### src/abkf_pkg.sv
`timescale 1ns / 1ps
// ----------------------------------------------------------------------------
// abkf_pkg
// types, constants and saturation helpers of the angle/bias kalman filter
// ----------------------------------------------------------------------------
package abkf_pkg;

  // item formats
  typedef struct packed {
    logic               opcode;
    logic signed [31:0] measured_angle;
    logic signed [31:0] gyro_rate;
    logic        [31:0] time_step;
  } abkf_in_t;

  typedef struct packed {
    logic signed [31:0] angle_estimate;
    logic signed [31:0] unbiased_rate;
  } abkf_out_t;

  // opcodes
  localparam logic OP_UPDATE = 1'b0;
  localparam logic OP_LOAD   = 1'b1;

  // register indexes
  localparam logic [1:0] REG_ANGLE_NOISE = 2'd0;
  localparam logic [1:0] REG_BIAS_NOISE  = 2'd1;
  localparam logic [1:0] REG_MEAS_NOISE  = 2'd2;

  // register reset values, q8.24
  localparam logic [31:0] ANGLE_NOISE_RST = 32'd20133;
  localparam logic [31:0] BIAS_NOISE_RST  = 32'd236558746;
  localparam logic [31:0] MEAS_NOISE_RST  = 32'd251658;

  // product scaling of the shared multiplier
  typedef enum logic [1:0] {
    SHIFT_16,
    SHIFT_24,
    SHIFT_32
  } shift_e;

  typedef struct packed {
    logic signed [48:0] a;
    logic signed [48:0] b;
    shift_e             shift;
    logic               wide;   // saturate to 48 bits, else to 32
  } mul_cmd_t;

  typedef enum logic [4:0] {
    ST_IDLE,
    ST_RATE,
    ST_ANG_MUL,
    ST_ANG_ADD,
    ST_T_MUL,
    ST_INNER,
    ST_P00_MUL,
    ST_P00_ADD,
    ST_P11_MUL,
    ST_P11_ADD,
    ST_INNOV,
    ST_DIV0,
    ST_DIV1,
    ST_KA_MUL,
    ST_KA_ADD,
    ST_KB_MUL,
    ST_KB_ADD,
    ST_C00_MUL,
    ST_C00_ADD,
    ST_C01_MUL,
    ST_C01_ADD,
    ST_C10_MUL,
    ST_C10_ADD,
    ST_C11_MUL,
    ST_C11_ADD,
    ST_OUT
  } state_e;

  localparam logic signed [51:0] MAX32 = 52'sh000007FFFFFFF;
  localparam logic signed [51:0] MIN32 = 52'shFFFFF80000000;
  localparam logic signed [51:0] MAX48 = 52'sh07FFFFFFFFFFF;
  localparam logic signed [51:0] MIN48 = 52'shF800000000000;

  function automatic logic signed [51:0] ext32(input logic signed [31:0] v);
    return {{20{v[31]}}, v};
  endfunction

  function automatic logic signed [51:0] ext48(input logic signed [47:0] v);
    return {{4{v[47]}}, v};
  endfunction

  function automatic logic signed [31:0] sat32(input logic signed [51:0] v);
    logic signed [31:0] r;
    if (v > MAX32) r = MAX32[31:0];
    else if (v < MIN32) r = MIN32[31:0];
    else r = v[31:0];
    return r;
  endfunction

  function automatic logic signed [47:0] sat48(input logic signed [51:0] v);
    logic signed [47:0] r;
    if (v > MAX48) r = MAX48[47:0];
    else if (v < MIN48) r = MIN48[47:0];
    else r = v[47:0];
    return r;
  endfunction

endpackage

### src/abkf_mul.sv
`timescale 1ns / 1ps
// ----------------------------------------------------------------------------
// abkf_mul
// shared multiplier: 48x16 digit per cycle, then round and saturate
// ----------------------------------------------------------------------------
module abkf_mul (
  input  logic                clk_i,
  input  logic                rst_ni,
  input  logic                start_i,
  input  abkf_pkg::mul_cmd_t  cmd_i,
  output logic                done_o,
  output logic signed [47:0]  res_o
);
  import abkf_pkg::*;

  logic [47:0]        ma_q, mb_q;
  logic               neg_q, wide_q;
  shift_e             sh_q;
  logic [95:0]        acc_q;
  logic [1:0]         cnt_q;
  logic               busy_q, rnd_q, done_q;
  logic signed [47:0] res_q;

  logic [48:0]  abs_a, abs_b;
  logic [15:0]  digit;
  logic [63:0]  pp;
  logic [96:0]  rsum, rshift, lim, clip;
  logic [47:0]  mag;

  assign abs_a = cmd_i.a[48] ? 49'(-cmd_i.a) : cmd_i.a;
  assign abs_b = cmd_i.b[48] ? 49'(-cmd_i.b) : cmd_i.b;
  assign digit = mb_q[cnt_q*16 +: 16];
  assign pp    = {16'b0, ma_q} * {48'b0, digit};

  // round half away from zero on the magnitude, then clip
  always_comb begin
    unique case (sh_q)
      SHIFT_16: begin
        rsum   = {1'b0, acc_q} + (97'd1 << 15);
        rshift = rsum >> 16;
      end
      SHIFT_24: begin
        rsum   = {1'b0, acc_q} + (97'd1 << 23);
        rshift = rsum >> 24;
      end
      default: begin
        rsum   = {1'b0, acc_q} + (97'd1 << 31);
        rshift = rsum >> 32;
      end
    endcase
    lim  = (wide_q ? (97'd1 << 47) : (97'd1 << 31)) - (neg_q ? 97'd0 : 97'd1);
    clip = (rshift > lim) ? lim : rshift;
    mag  = clip[47:0];
  end

  always_ff @(posedge clk_i or negedge rst_ni) begin
    if (!rst_ni) begin
      busy_q <= 1'b0;
      rnd_q  <= 1'b0;
      done_q <= 1'b0;
      cnt_q  <= '0;
    end else begin
      done_q <= rnd_q;
      rnd_q  <= 1'b0;
      if (start_i) begin
        busy_q <= 1'b1;
        cnt_q  <= 2'd2;
      end else if (busy_q) begin
        if (cnt_q == 2'd0) begin
          busy_q <= 1'b0;
          rnd_q  <= 1'b1;
        end else begin
          cnt_q <= cnt_q - 2'd1;
        end
      end
    end
  end

  always_ff @(posedge clk_i) begin
    if (start_i) begin
      ma_q   <= abs_a[47:0];
      mb_q   <= abs_b[47:0];
      neg_q  <= cmd_i.a[48] ^ cmd_i.b[48];
      sh_q   <= cmd_i.shift;
      wide_q <= cmd_i.wide;
      acc_q  <= '0;
    end else if (busy_q) begin
      acc_q <= {acc_q[79:0], 16'b0} + {32'b0, pp};
    end
    if (rnd_q) begin
      res_q <= neg_q ? -$signed(mag) : $signed(mag);
    end
  end

  assign done_o = done_q;
  assign res_o  = res_q;

endmodule

### config.mk
export PLATFORM = sky130hd
export DESIGN_NAME = abkf_mul
export DESIGN_NICKNAME = d
export VERILOG_FILES = /design/src/abkf_pkg.sv /design/src/abkf_mul.sv
export SDC_FILE = /design/constraint.sdc
export NUM_CORES = 2
export LEC_CHECK = 0
export ABC_AREA = 1
export BUFFER_PORTS_ARGS = -buffer_cell sky130_fd_sc_hd__buf_4
export CAP_MARGIN = 20
export CORE_MARGIN = 2
export CORE_UTILIZATION = 60
export DETAILED_ROUTE_END_ITERATION = 10
export PLACE_DENSITY_LB_ADDON = 0.2
export SLEW_MARGIN = 20
export SYNTH_ARGS = -nofsm -noshare
export SYNTH_HDL_FRONTEND = slang
export SYNTH_SLANG_ARGS = --single-unit
### constraint.sdc
create_clock -name clk_i -period 10.15 [get_ports clk_i]
set_input_delay 1.5225 -clock clk_i [delete_from_list [all_inputs] [get_ports clk_i]]
set_output_delay 1.5225 -clock clk_i [all_outputs]
set_load 0.005 [all_outputs]
# After elaboration in Yosys (flattened, before gate mapping)
# Index checks and enable logic that the tools add are counted.
# totals
mem_count,0
latch_bits,0
ram_bits,0
register_bits,249
rom_bits,0
elab_cells,46
out_inout_bits,49
in_bits,104
# op_classes
n_bitwise,1
order_cmp,1
n_reduce_logical,4
shift,1
n_div,0
mux,16
n_addsub,9
eq_ne,2
multipliers,1
# ops
operator,count
$mux W48,5
$pmux W81 S2,1
$neg A48 Y48,3
$add A96 B16 Y97 const B,1
$add A96 B24 Y97 const B,1
$add A96 B32 Y97 const B,1
$gt A81 B97 Y1,1
$add A96 B64 Y96,1
$mul A48 B16 Y64,1
$sub A48 B1 Y49,1
$shiftx A48 B7 Y16,1
$mux W1,7
$mux W2,3
$logic_not A2 Y1,2
$eq A2 B1 Y1 const B,1
$ne A2 B2 Y1 const B,1
$reduce_and A2 Y1,1
$reduce_bool A2 Y1,1
$sub A2 B1 Y2 const B,1
$xor A1 B1 Y1,1

# Longest topological paths before layout
# logic_depth
depth_word,6
mapped_depth,41
ltp_nobuf,39

# Worst setup path before layout
# OpenSTA, ideal clock, no wires.
# synth_path
path_kind,reg2reg
from,register cnt_q[0]
to,register acc_q[88]
path_stages_with_launch,36
setup_ns,0.115
t_arrival_ns,7.358
setup_slack_ns,2.676
t_required_ns,10.035
path_cell_list,dfrtp_1 > clkbuf_1 > clkbuf_1 > nor2_1 > nor2_1 > o21ai_0 > o21ai_1 > inv_1 > clkbuf_1 > nor2_1 > fa_1 > inv_1 > fa_1 > fa_1 > fa_1 > inv_1 > fa_1 > inv_1 > fa_1 > inv_1 > ha_1 > nand2_1 > nor2_1 > nand2_1 > nand3_1 > a21boi_0 > o21ai_0 > a21oi_1 > o21ai_0 > inv_1 > o21ai_0 > a21oi_1 > or2_2 > xor2_1 > o21ai_0 > inv_1
# synth_between
elab_chain_cells,3
# synth_lines
element,line_no,rtl
"start, declared",abkf_mul.sv:20,logic [1:0] cnt_q;
"start signal, assigned",abkf_mul.sv:73,cnt_q <= cnt_q - 2'd1;
$shiftx A48 B7 Y16,abkf_mul.sv:32,assign digit = mb_q[cnt_q*16 +: 16];
$mul A48 B16 Y64,abkf_mul.sv:33,"assign pp = {16'b0, ma_q} * {48'b0, digit};"
$add A96 B64 Y96,abkf_mul.sv:88,"acc_q <= {acc_q[79:0], 16'b0} + {32'b0, pp};"
"end signal, assigned",abkf_mul.sv:88,
"end, declared",abkf_mul.sv:19,logic [95:0] acc_q;
# No other way between the ends.
# A chain may end at the register's enable or synchronous reset.

# Worst setup path after layout
# layout_path
from,register cnt_q[1]
to,register acc_q[93]
# The elaborated chain is that of the path after synthesis.

==> run summary <==
## CTS
- number of setup buffers added after CTS: 0
- number of buffers on the longest clock path: 3
- clock latency at the later pin of the worst-skew pair: 650 ps
- Root Buffer Master: clkbuf_16
- TritonCTS buffer count: 31
- # clock sinks: 249
- Post-CTS Resized: 0
- clock tree from TritonCTS: built
- H-tree levels: 1
- CTS clock-pin slew for the worst setup and hold paths: 60 ps
- number of buffers added to fix hold violations after cts: 0

## Timing
- Setup WS post-layout: 788.4 ps
- number of failing hold endpoints at the final stage: 0
- Final Max Tran Viols: 0
- number of setup violations in the final report: 0
- f_max: 0.1068 GHz
- worst-case headroom to the max-slew limit: 22.00%
- unrepaired setup endpoints after global routing: no
- Post-Route Setup TNS: 0 ps
- time the final worst path needs with I/O delays and setup: 9362 ps
- actual slew at the worst max-slew pin: 1165 ps
- Setup Skew: 41.02 ps
- share of the clock period used by the worst path: 92.23%

## Worst setup path
- Crit Path Max Fanout: 19
- Setup CP Type: reg2reg
- Critical Path End Type: flop
- crit path launch type: flop
- critical path arrival: 9900 ps
- critical path data required time: 10690 ps

## Placement
- detailed-placement wirelength estimate: 137.9 mm
- IO buf count: 152
- worst setup slack before clock tree synthesis: 946.3 ps
- placed cell area: 0.04906 mm^2
- routability-driven placement congestion ratio: 1.079

## Die
- total number of placement rows: 102
- horizontal extent of the die: 283.8 um
- placeable core region: 0.07747 mm^2
- die height: 283.8 um
- starting density of the core: 60.62%
- Die Footprint: 0.08053 mm^2
- I/O pin count: 153

## Final layout
- layout cell share with drive strength beyond 1: 6.230%
- Final nets: 7592
- post-route cell area: 0.05013 mm^2
- number of antenna cells inserted: 0
- layout overhead on the synthesized area: 6.741%
- fin util: 64.71%

## Global route
- GR Overflow Total: 0
- first-pass GRT wire length: 261.5 mm
- initial antenna violation count: 4
- largest net degree at the start of global routing: 85
- vias in the first global route: 44530
- GRT Resource Usage Total: 42.60%

## Routing
- residual DRC count: 0
- via/cell ratio: 5.920
- post-DR wirelength/cell: 22.38 um
- drt pass-1 iters: 6
- total wire length: 171.2 mm
- post-detailed-route count of antenna-violating nets: 0
- detailed-route via count: 45300
- number of design-rule violations left by the first detailed-router iteration: 5534

## Synthesis
- flip-flop and latch count after synthesis: 249
- combined area of all synthesized cells: 0.04696 mm^2
- portion of the post-synthesis area used by sequential elements: 13.82%
- top-count cell post-synth: inv_1
- number of distinct library cell variants in the gate-level netlist after synthesis: 57
- prevailing post-synth register cell: edfxtp_1
- total nets after synthesis: 7576
- post-synthesis cell type with the largest combined area: fa_1
- cell types with the highest counts after synthesis: 1442 x inv_1, 1332 x nand2_1, 804 x nor2_1
- synthesized instance count: 6573
- number of warnings issued by yosys: 0
- top-area cell type share of the netlist area: 29.41%
- Async S/R FF share, synth: 2.008%
- synthesized area per cell: 7.145 um^2
- synth top area cells: fa_1 29%, inv_1 12%, nand2_1 11%
- EDFF count, synth: 148

## Min path
- path class of the lowest-slack min-delay path: reg2reg

## Run status
- result of the run: complete, no violations

## Run
- total of max-cap violations: 0

-- sequential cells by signal (all words and copies together) (netlist names) --
name	count
busy_q	1
done_o	1
wide_q	1
neg_q	1
res_o	48
cnt_q	2
sh_q	2
mb_q	48
acc_q	96
rnd_q	1
ma_q	48
-- logic make-up after synthesis --
| family | Yosys count | share of synthesized area, % |
|---|---|---|
| AOI/OAI and AO/OA | 824 | 9.567 |
| xor gates and xnor gates | 203 | 3.786 |
| adders and majority gates | 899 | 34.98 |
| buffers and inverters | 1692 | 13.77 |
| DFF | 249 | 13.82 |
| muxes | 3 | 0.07193 |
| and+or+nand+nor | 2703 | 24.00 |
-- cell type report --
type	instances	area (um^2)
multi-input combinational	4632	34100
fill	7020	27340
sequential	249	6494
inverter	1462	5490
timing repair buffer	213	1698
tap	1040	1301
clock buffer	37	808.3
clock inverter	20	236.5
-- path summary, 6_finish.rpt --
path                                        from                endpoint  slack, ps  cells after the start
min in group asynchronous                 rst_ni    cnt_q[1]$_DFFE_PN0P_        700                      1
min reg2reg                acc_q[4]$_SDFFE_PP0P_   acc_q[4]$_SDFFE_PP0P_        510                      2
max                         cnt_q[1]$_DFFE_PN0P_  acc_q[93]$_SDFFE_PP0P_        790                     27
max reg2reg                 cnt_q[1]$_DFFE_PN0P_  acc_q[93]$_SDFFE_PP0P_        790                     27
min                        acc_q[4]$_SDFFE_PP0P_   acc_q[4]$_SDFFE_PP0P_        510                      2
max in group asynchronous                 rst_ni        busy_q$_DFF_PN0_       9310                      1
-- placed cells by master (no fill, tap or decap), drive strengths merged, types with 3 or more instances in the layout --
cell type  Yosys  routed
clkinv         7      16
nand4        101     101
mux2           3       3
o21bai         8       8
ha           209     209
a21oi        337     337
nand3b         5       5
o211ai        36      36
o22ai          6       6
nor2         871     871
nand3        283     283
clkbuf       159      37
dfrtp          5       5
o21a          22      22
nor4          14      14
inv         1455    1458
nand2       1350    1350
bufinv         0       4
or2           29      29
a32oi          3       3
a221oi         8       8
clkinvlp       0       4
nor3          44      44
a21o           9       9
and2           5       5
fa           690     690
xor2         133     133
o21ai        337     337
buf           71     213
xnor2         70      70
a211oi         4       4
dfxtp         96      96
edfxtp       148     148
a21boi         3       3
o221ai         5       5
a31oi         35      35
-- metrics by stage --
stage	hold slack [ps]	std cells
2_1_floorplan	470.3	6573
3_3_place_gp	481.3	7595
3_5_place_dp	499.3	7595
4_1_cts	513.5	7652
5_1_grt	529.5	7653
6_report	510.4	7653
-- metal layers --
metal	part of all wire [%]	GRT usage, %
met1	39	57.57
met5	0.068	0.6548
met2	42	63.18
met4	5.4	19.34
met3	14	12.67
-- critical path, cell delays in order (launching register included) --
cell and delay, ps:
dfrtp_1 600, inv_1 180, nor2_1 240, inv_1 400
o21ai_4 920, nand2_1 170, fa_1 540, inv_1 50
fa_1 470, fa_1 540, fa_1 570, fa_1 540
fa_1 520, ha_1 460, nand2_1 140, nor2_1 160
nand2_1 60, o21ai_0 330, a21oi_1 230, o21ai_0 620
a21oi_1 400, o21ai_0 380, nand2_1 80, o21ai_0 150
nand2_1 120, xor2_1 150, o21ai_0 170, inv_1 60
Power is left out: the tool's default activity adds up to more than one toggle a clock period on the data nets, which glitch-free logic cannot reach.
