==> src/abkf_pkg.sv <==
`timescale 1ns / 1ps
// ----------------------------------------------------------------------------
// abkf_pkg
// types, constants and saturation helpers of the angle/bias kalman filter
// ----------------------------------------------------------------------------
package abkf_pkg;

  // item formats
  typedef struct packed {
    logic               opcode;
    logic signed [31:0] measured_angle;
    logic signed [31:0] gyro_rate;
    logic        [31:0] time_step;
  } abkf_in_t;

  typedef struct packed {
    logic signed [31:0] angle_estimate;
    logic signed [31:0] unbiased_rate;
  } abkf_out_t;

  // opcodes
  localparam logic OP_UPDATE = 1'b0;
  localparam logic OP_LOAD   = 1'b1;

  // register indexes
  localparam logic [1:0] REG_ANGLE_NOISE = 2'd0;
  localparam logic [1:0] REG_BIAS_NOISE  = 2'd1;
  localparam logic [1:0] REG_MEAS_NOISE  = 2'd2;

  // register reset values, q8.24
  localparam logic [31:0] ANGLE_NOISE_RST = 32'd20133;
  localparam logic [31:0] BIAS_NOISE_RST  = 32'd236558746;
  localparam logic [31:0] MEAS_NOISE_RST  = 32'd251658;

  // product scaling of the shared multiplier
  typedef enum logic [1:0] {
    SHIFT_16,
    SHIFT_24,
    SHIFT_32
  } shift_e;

  typedef struct packed {
    logic signed [48:0] a;
    logic signed [48:0] b;
    shift_e             shift;
    logic               wide;   // saturate to 48 bits, else to 32
  } mul_cmd_t;

  typedef enum logic [4:0] {
    ST_IDLE,
    ST_RATE,
    ST_ANG_MUL,
    ST_ANG_ADD,
    ST_T_MUL,
    ST_INNER,
    ST_P00_MUL,
    ST_P00_ADD,
    ST_P11_MUL,
    ST_P11_ADD,
    ST_INNOV,
    ST_DIV0,
    ST_DIV1,
    ST_KA_MUL,
    ST_KA_ADD,
    ST_KB_MUL,
    ST_KB_ADD,
    ST_C00_MUL,
    ST_C00_ADD,
    ST_C01_MUL,
    ST_C01_ADD,
    ST_C10_MUL,
    ST_C10_ADD,
    ST_C11_MUL,
    ST_C11_ADD,
    ST_OUT
  } state_e;

  localparam logic signed [51:0] MAX32 = 52'sh000007FFFFFFF;
  localparam logic signed [51:0] MIN32 = 52'shFFFFF80000000;
  localparam logic signed [51:0] MAX48 = 52'sh07FFFFFFFFFFF;
  localparam logic signed [51:0] MIN48 = 52'shF800000000000;

  function automatic logic signed [51:0] ext32(input logic signed [31:0] v);
    return {{20{v[31]}}, v};
  endfunction

  function automatic logic signed [51:0] ext48(input logic signed [47:0] v);
    return {{4{v[47]}}, v};
  endfunction

  function automatic logic signed [31:0] sat32(input logic signed [51:0] v);
    logic signed [31:0] r;
    if (v > MAX32) r = MAX32[31:0];
    else if (v < MIN32) r = MIN32[31:0];
    else r = v[31:0];
    return r;
  endfunction

  function automatic logic signed [47:0] sat48(input logic signed [51:0] v);
    logic signed [47:0] r;
    if (v > MAX48) r = MAX48[47:0];
    else if (v < MIN48) r = MIN48[47:0];
    else r = v[47:0];
    return r;
  endfunction

endpackage

==> src/abkf_div.sv <==
`timescale 1ns / 1ps
// ----------------------------------------------------------------------------
// abkf_div
// restoring divider for the gains: (num << 32) / den saturated to 48 bits, 0 for den 0, one bit per cycle
// ----------------------------------------------------------------------------
module abkf_div (
  input  logic               clk_i,
  input  logic               rst_ni,
  input  logic               start_i,
  input  logic signed [47:0] num_i,
  input  logic signed [48:0] den_i,
  output logic               done_o,
  output logic signed [47:0] res_o
);
  import abkf_pkg::*;

  localparam logic [79:0] Cap = 80'd1 << 47;

  logic [48:0]        md_q;
  logic [79:0]        dv_q, q_q;
  logic [48:0]        rem_q;
  logic [6:0]         cnt_q;
  logic               neg_q, busy_q, fin_q, done_q;
  logic signed [47:0] res_q;

  logic [48:0] abs_n, abs_d;
  logic [49:0] r2;
  logic        ge;
  logic [79:0] qc;

  assign abs_n = num_i[47] ? 49'(-ext48(num_i)) : {1'b0, num_i};
  assign abs_d = den_i[48] ? 49'(-den_i) : den_i;
  assign r2    = {rem_q, dv_q[79]};
  assign ge    = r2 >= {1'b0, md_q};

  always_comb begin
    qc = (q_q > Cap) ? Cap : q_q;
    if (!neg_q && qc > Cap - 80'd1) qc = Cap - 80'd1;
  end

  always_ff @(posedge clk_i or negedge rst_ni) begin
    if (!rst_ni) begin
      busy_q <= 1'b0;
      fin_q  <= 1'b0;
      done_q <= 1'b0;
      cnt_q  <= '0;
    end else begin
      fin_q  <= 1'b0;
      done_q <= fin_q || (start_i && den_i == '0);
      if (start_i) begin
        busy_q <= den_i != '0;
        cnt_q  <= 7'd79;
      end else if (busy_q) begin
        if (cnt_q == 7'd0) begin
          busy_q <= 1'b0;
          fin_q  <= 1'b1;
        end else begin
          cnt_q <= cnt_q - 7'd1;
        end
      end
    end
  end

  always_ff @(posedge clk_i) begin
    if (start_i) begin
      md_q  <= abs_d;
      neg_q <= num_i[47] ^ den_i[48];
      dv_q  <= {abs_n[47:0], 32'b0};
      rem_q <= '0;
      q_q   <= '0;
      if (den_i == '0) res_q <= '0;
    end else if (busy_q) begin
      rem_q <= ge ? 49'(r2 - {1'b0, md_q}) : r2[48:0];
      q_q   <= {q_q[78:0], ge};
      dv_q  <= {dv_q[78:0], 1'b0};
    end
    if (fin_q) begin
      res_q <= neg_q ? -$signed(qc[47:0]) : $signed(qc[47:0]);
    end
  end

  assign done_o = done_q;
  assign res_o  = res_q;

endmodule

==> config.mk <==
export PLATFORM = sky130hd
export DESIGN_NAME = abkf_div
export DESIGN_NICKNAME = d
export VERILOG_FILES = /design/src/abkf_pkg.sv /design/src/abkf_div.sv
export SDC_FILE = /design/constraint.sdc
export NUM_CORES = 1
export LEC_CHECK = 0
export BUFFER_PORTS_ARGS = -buffer_cell sky130_fd_sc_hd__clkbuf_2
export CORE_MARGIN = 1.5
export CORE_UTILIZATION = 60
export CTS_CLUSTER_DIAMETER = 50
export DETAILED_ROUTE_END_ITERATION = 10
export PLACE_DENSITY = 0.79
export SLEW_MARGIN = 30
export SYNTH_ARGS = -nofsm -noshare
export SYNTH_HDL_FRONTEND = slang
export SYNTH_SLANG_ARGS = --single-unit
==> constraint.sdc <==
create_clock -name clk_i -period 6 [get_ports clk_i]
set_input_delay 1.2 -clock clk_i [delete_from_list [all_inputs] [get_ports clk_i]]
set_output_delay 1.2 -clock clk_i [all_outputs]
set_load 0.005 [all_outputs]
# Yosys cells after proc, flatten, opt, wreduce, memory -nomap -nowiden
# Cells that the tools add are included.
# word_totals
register_bits,285
inputBits,100
out_inout_bits,49
elab_cells,53
# classes
addsub,5
order_cmp,3
eq_ne,1
mux,20
bitwise,1
n_reduce_logical,12
# ops
op,n
$mux W48,7
$mux W80,3
$neg A48 Y48,2
$gt A80 B47 Y1 const B,1
$gt A80 B48 Y1 const B,1
$ge A50 B49 Y1,1
$logic_not A49 Y1,1
$mux W49,1
$neg A49 Y49,1
$reduce_bool A49 Y1,1
$sub A49 B49 Y49,1
$mux W7,3
$logic_not A7 Y1,1
$sub A7 B1 Y7 const B,1
$mux W1,6
$reduce_bool A2 Y1,3
$reduce_and A2 Y1,2
$logic_and A1 B1 Y1,2
$ne A2 B2 Y1 const B,1
$logic_not A1 Y1,1
$logic_or A1 B1 Y1,1
$xor A1 B1 Y1,1

# Logic depth before layout (Yosys ltp)
# depth
depth_word,8
depth_mapped,18
depth_no_buf,14

# Least setup slack after synthesis
# OpenSTA, ideal clock, no wires.
# synth_timing
path_kind,in2reg
start,in den_i[8]
end,"reg res_q[0], in the netlist res_o[0], enable pin"
arrival_ps,5156
t_required_ps,5594
setup_slack_ps,438
cell_stages,11
n_path_buf,1
cell_sequence,or4_4 > or3_4 > or3_4 > or3_4 > or2_4 > nand2b_4 > or4_4 > buf_6 > nor4_2 > nand2_1 > nand2_1
# synth_between
elab_chain_cells,3
# synth_lines
item,line,rtl
start: declaration,abkf_div.sv:11,"input logic signed [48:0] den_i,"
$logic_not A49 Y1,abkf_div.sv:71,if (den_i == '0) res_q <= '0;
$reduce_bool A2 Y1 (no line),n/a,
$reduce_and A2 Y1 (no line),n/a,
end signal: assignment,abkf_div.sv:78,res_q <= neg_q ? -$signed(qc[47:0]) : $signed(qc[47:0]);
end: declaration,abkf_div.sv:24,logic signed [47:0] res_q;
# Every way passes these cells.
# A chain may end at the register's enable or synchronous reset.

# Final worst setup path
# layout_timing
start,reg q_q[2]
end,"reg res_q[46], in the netlist res_o[46], data pin"
# layout_between
elab_chain_cells,8
# layout_lines
item,line,rtl
start: declaration,abkf_div.sv:20,"logic [79:0] dv_q, q_q;"
start signal: assignment,abkf_div.sv:74,"q_q <= {q_q[78:0], ge};"
$gt A80 B48 Y1,abkf_div.sv:37,qc = (q_q > Cap) ? Cap : q_q;
$mux W80 *,abkf_div.sv:37,
$gt A80 B47 Y1,abkf_div.sv:38,if (!neg_q && qc > Cap - 80'd1) qc = Cap - 80'd1;
$logic_and A1 B1 Y1,abkf_div.sv:38,
$mux W48 *,abkf_div.sv:38,
$neg A48 Y48,abkf_div.sv:78,
$mux W48 *,abkf_div.sv:78,
$mux W48 *,abkf_div.sv:77,if (fin_q) begin
# Every way passes the cells marked *; elsewhere a longest branch is shown, timed or not.

==> results by group <==
Outcome
  • Status: finished, final reports clean

CTS
  • Clock Tree Buf Depth: 3
  • Resized Gates After CTS: 0
  • Post-CTS Setup Inserts: 0
  • # hold bufs at CTS: 0
  • TritonCTS buffer count: 34
  • Worst-path clk slew: approximately 60 ps
  • Clock tree from TritonCTS: built
  • CTS H-tree lvls: 2
  • Clock sink total: 285
  • CTS root buf: clkbuf_16
  • Clk_lat worst skew: roughly 520 ps

Global routing
  • Initial antenna violation count: 4
  • Number of global-route vias before repair: ~13000
  • First-pass GRT wire length: approximately 63000 um
  • Grt total ovfl: 0
  • All-layer global routing usage: about a quarter
  • Largest net degree at the start of global routing: 150

Power
  • Switching share of power: 34.8%
  • Worst vdd ir: slightly below 200 uV
  • Clock share of power: just under 30%
  • P_leak: 8.28 nW
  • Internal power: about 0.0045 W
  • Combinational fraction of design power: 35.5%
  • Seq pwr share: a little over a third
  • P_sw: around 0.0024 W
  • Pwr/cell area: approximately 360 nW/um^2

Floorplanning
  • Die ar.: approximately 29000 um^2
  • Initial Utilization: 61.0%
  • Cell Rows: 61
  • Die W: around 170 um
  • Die H: 171 um
  • Top-Level Pins: between 100 and 150
  • Core area: approximately 28000 um^2

Worst setup path
  • Reg-to-reg setup timing slack: 1170 ps
  • Worst setup endpoint: res_o[46]
  • Setup crit start: q_q[2]
  • Crit Path Category: register to register
  • Worst reg2reg path endpoint: res_o[46]
  • Startpoint types: register
  • R2r worst-path depth: 12
  • CP Max Fanout: 59
  • Worst flop-to-flop path startpoint: q_q[2]
  • Setup crit end kind: register
  • Req. time, crit path: between 6000 and 7000 ps
  • Worst path arrival time: slightly above 5000 ps

Logic synthesis
  • Ys Warns: 0
  • Adder-cell share of the synthesized area: under 10%
  • Mux contribution to synthesized area: approximately 5.4%
  • Main combinational cell family by area after synthesis: compound AO/OA/AOI/OAI gates
  • Complex-gate fraction of the synthesized area: between 10% and 20%
  • Net Count, Synth: between 2000 and 2500
  • Asr flop ratio synth: between 3 and 4%
  • Xor/xnor share of the synthesized area: under 10%
  • Post-synth EDFFs: 146
  • Avg Cell Area, Syn: approximately 9 um^2
  • Synthesized cell area: between 15000 and 20000 um^2
  • Yosys reg bits: between 200 and 300
  • Register area share after synthesis: a little over two fifths
  • Cell variety after synth: 72
  • Post-synth top flop: edfxtp_1
  • Synth Area in Simple Gates: between 10% and 20%
  • Post-Syn Instances: 1894

STA
  • Final setup margin: 1170 ps
  • Fmax: 0.207 GHz
  • Hold Vio Cnt, Final: 0
  • Post-Route Setup TNS: 0 ps
  • RSZ-0062 raised after global routing: false
  • Worst slew pin tran: around 890 ps
  • Crit share post-route: between 80 and 90%
  • Final setup viols: 0
  • Clk_skew: roughly 21 ps
  • Post-layout min period: around 4800 ps
  • Relative slew slack: 40.7%
  • Max-slew violations: 0

Worst hold path
  • Hold Crit Class: register to register
  • Hold wc startpoint: rem_q[13]

Finish
  • Filler cell count: between 2000 and 2500
  • # nets final: 2133
  • Area Growth Syn to Fin: 11.9%
  • Ratio of cells with drive above 1 in the final layout: around an eighth

Drt
  • Drt wl/cell: 16.4 um
  • Antenna viol nets, final: 0
  • Detailed-route DRC error count: 0
  • Via count: around 14000
  • Initial DRC Count: 1246
  • Initial DRT Pass Iterations: 5
  • Final wirelength: roughly 39000 um
  • Avg Vias per Cell: a little under 6

Job
  • MaxCap Viol Count: 0

Placement
  • DP Wirelength: between 20000 and 30000 um
  • RePlAce Congestion: ~0.92
  • Pre-CTS setup slack: roughly 630 ps
  • PortBufs: 148
==> worst min path at each step <==
stage,to,slack (ps),depth (start not counted)
floorplan,q_q[79],460,2
global placement,q_q[79],480,2
detailed placement,rem_q[46],490,2
CTS,rem_q[28],500,2
global route,rem_q[46],520,2
finish,rem_q[13],500,2
==> cell type report <==
type	instances	area, um^2	area share [%]
repair buffers	161	860	4.52
clock buffers	48	1030	5.41
flip-flops and latches	285	7220	38.0
inverters	77	289	1.52
multi-input cells	1419	9060	47.6
well taps	378	473	2.49
diodes	2	5.00	0.0263
clock inverters	14	81.3	0.428
==> cell families (layout without fill, tap and decap cells) <==
logic type,Yosys count,after routing
compound gates,488,488
xor+xnor,160,160
mux,91,91
buf+inv,190,300
flops,285,285
other cells,0,2
fa+ha+maj,55,55
simple gates,625,625
==> synth_stat cells, types with 4 or more instances <==
master,count,share of area [%]
a21oi_1,182,5.4
or3_1,25,0.92
nor3_1,25,0.74
xor2_1,67,3.5
a221oi_1,6,0.31
or4_1,23,1.0
nand3b_1,6,0.27
xnor2_1,93,4.8
nand3_1,24,0.71
and2_1,10,0.37
and3_1,8,0.29
ha_1,54,4.0
o41ai_1,17,0.88
o22ai_1,5,0.18
nand4_1,13,0.48
o21bai_1,12,0.53
a31oi_1,13,0.48
o31ai_1,41,1.8
inv_1,75,1.7
o21ai_0,89,2.6
o211ai_1,11,0.49
o21a_1,10,0.44
edfxtp_1,146,26
nand2_1,122,2.7
dfxtp_1,129,15
a21o_1,25,1.1
a211oi_1,38,1.7
nor4_1,24,0.88
a311oi_1,10,0.52
or2_2,10,0.37
dfrtp_1,10,1.5
o21ai_1,4,0.12
buf_2,15,0.44
nor2_1,280,6.2
nor2b_1,12,0.44
nand2b_1,20,0.74
mux2i_1,89,5.2
clkbuf_1,94,2.1
==> flip-flops by register name, indices dropped and copies added, names as in the netlist <==
signal	count
res_o	48
done_o	1
dv_q	48
q_q	80
fin_q	1
cnt_q	7
md_q	49
busy_q	1
neg_q	1
rem_q	49
==> placed cells by master (no fill, tap or decap), drive strengths merged, types with 28 or more instances in the layout <==
master / Yosys / final
edfxtp: 146 / 146
ha: 54 / 54
o21ai: 93 / 93
clkbuf: 94 / 196
xnor2: 93 / 93
inv: 76 / 79
o31ai: 41 / 41
dfxtp: 129 / 129
a21oi: 182 / 182
xor2: 67 / 67
mux2i: 89 / 89
nand2: 122 / 122
nor2: 280 / 280
or3: 28 / 28
a211oi: 38 / 38
==> critical path, stage by stage, from the launching register on <==
cell and delay [ps]:
dfxtp_1 370, or4_1 610, or4_1 550, or4_1 710, o41ai_1 430, and2_2 370, buf_4 530, o31ai_1 190
nand3_1 260, nand2_1 90, o21ai_0 120, a21oi_1 100, o221a_2 250
==> layer usage <==
layer  wire length, um  vias up  GRT usage (%)
met4               895        4           8.28
met3              3290       72           5.29
li1                  -     7023              -
met5                27        -              0
met2             17000      484           40.8
met1             17800     6590           38.0
==> power by group through the flow <==
stage	combinational, W	sequential [W]	clock, W
floorplan	0.00189	0.00242	0
global placement	0.00234	0.00245	0
detailed placement	0.00238	0.00246	0
CTS	0.00241	0.00243	0.00203
global route	0.00271	0.00245	0.00211
finish	0.00244	0.00243	0.00200
==> metrics by stage <==
step | std cells | hold WS (ps) | cell area [um^2] | utilization [%] | total power [W]
after floorplan | 1894 | 461 | 17000 | - | 0.00431
after global placement | 2320 | 478 | 17900 | 64.2 | 0.00479
after detailed placement | 2320 | 494 | 17900 | 64.2 | 0.00484
after CTS | 2382 | 505 | 19000 | 68.2 | 0.00687
after global routing | 2382 | 523 | 19000 | 68.2 | 0.00728
final | 2384 | 504 | 19000 | 68.3 | 0.00686
Power figures use the tool's default switching activity.
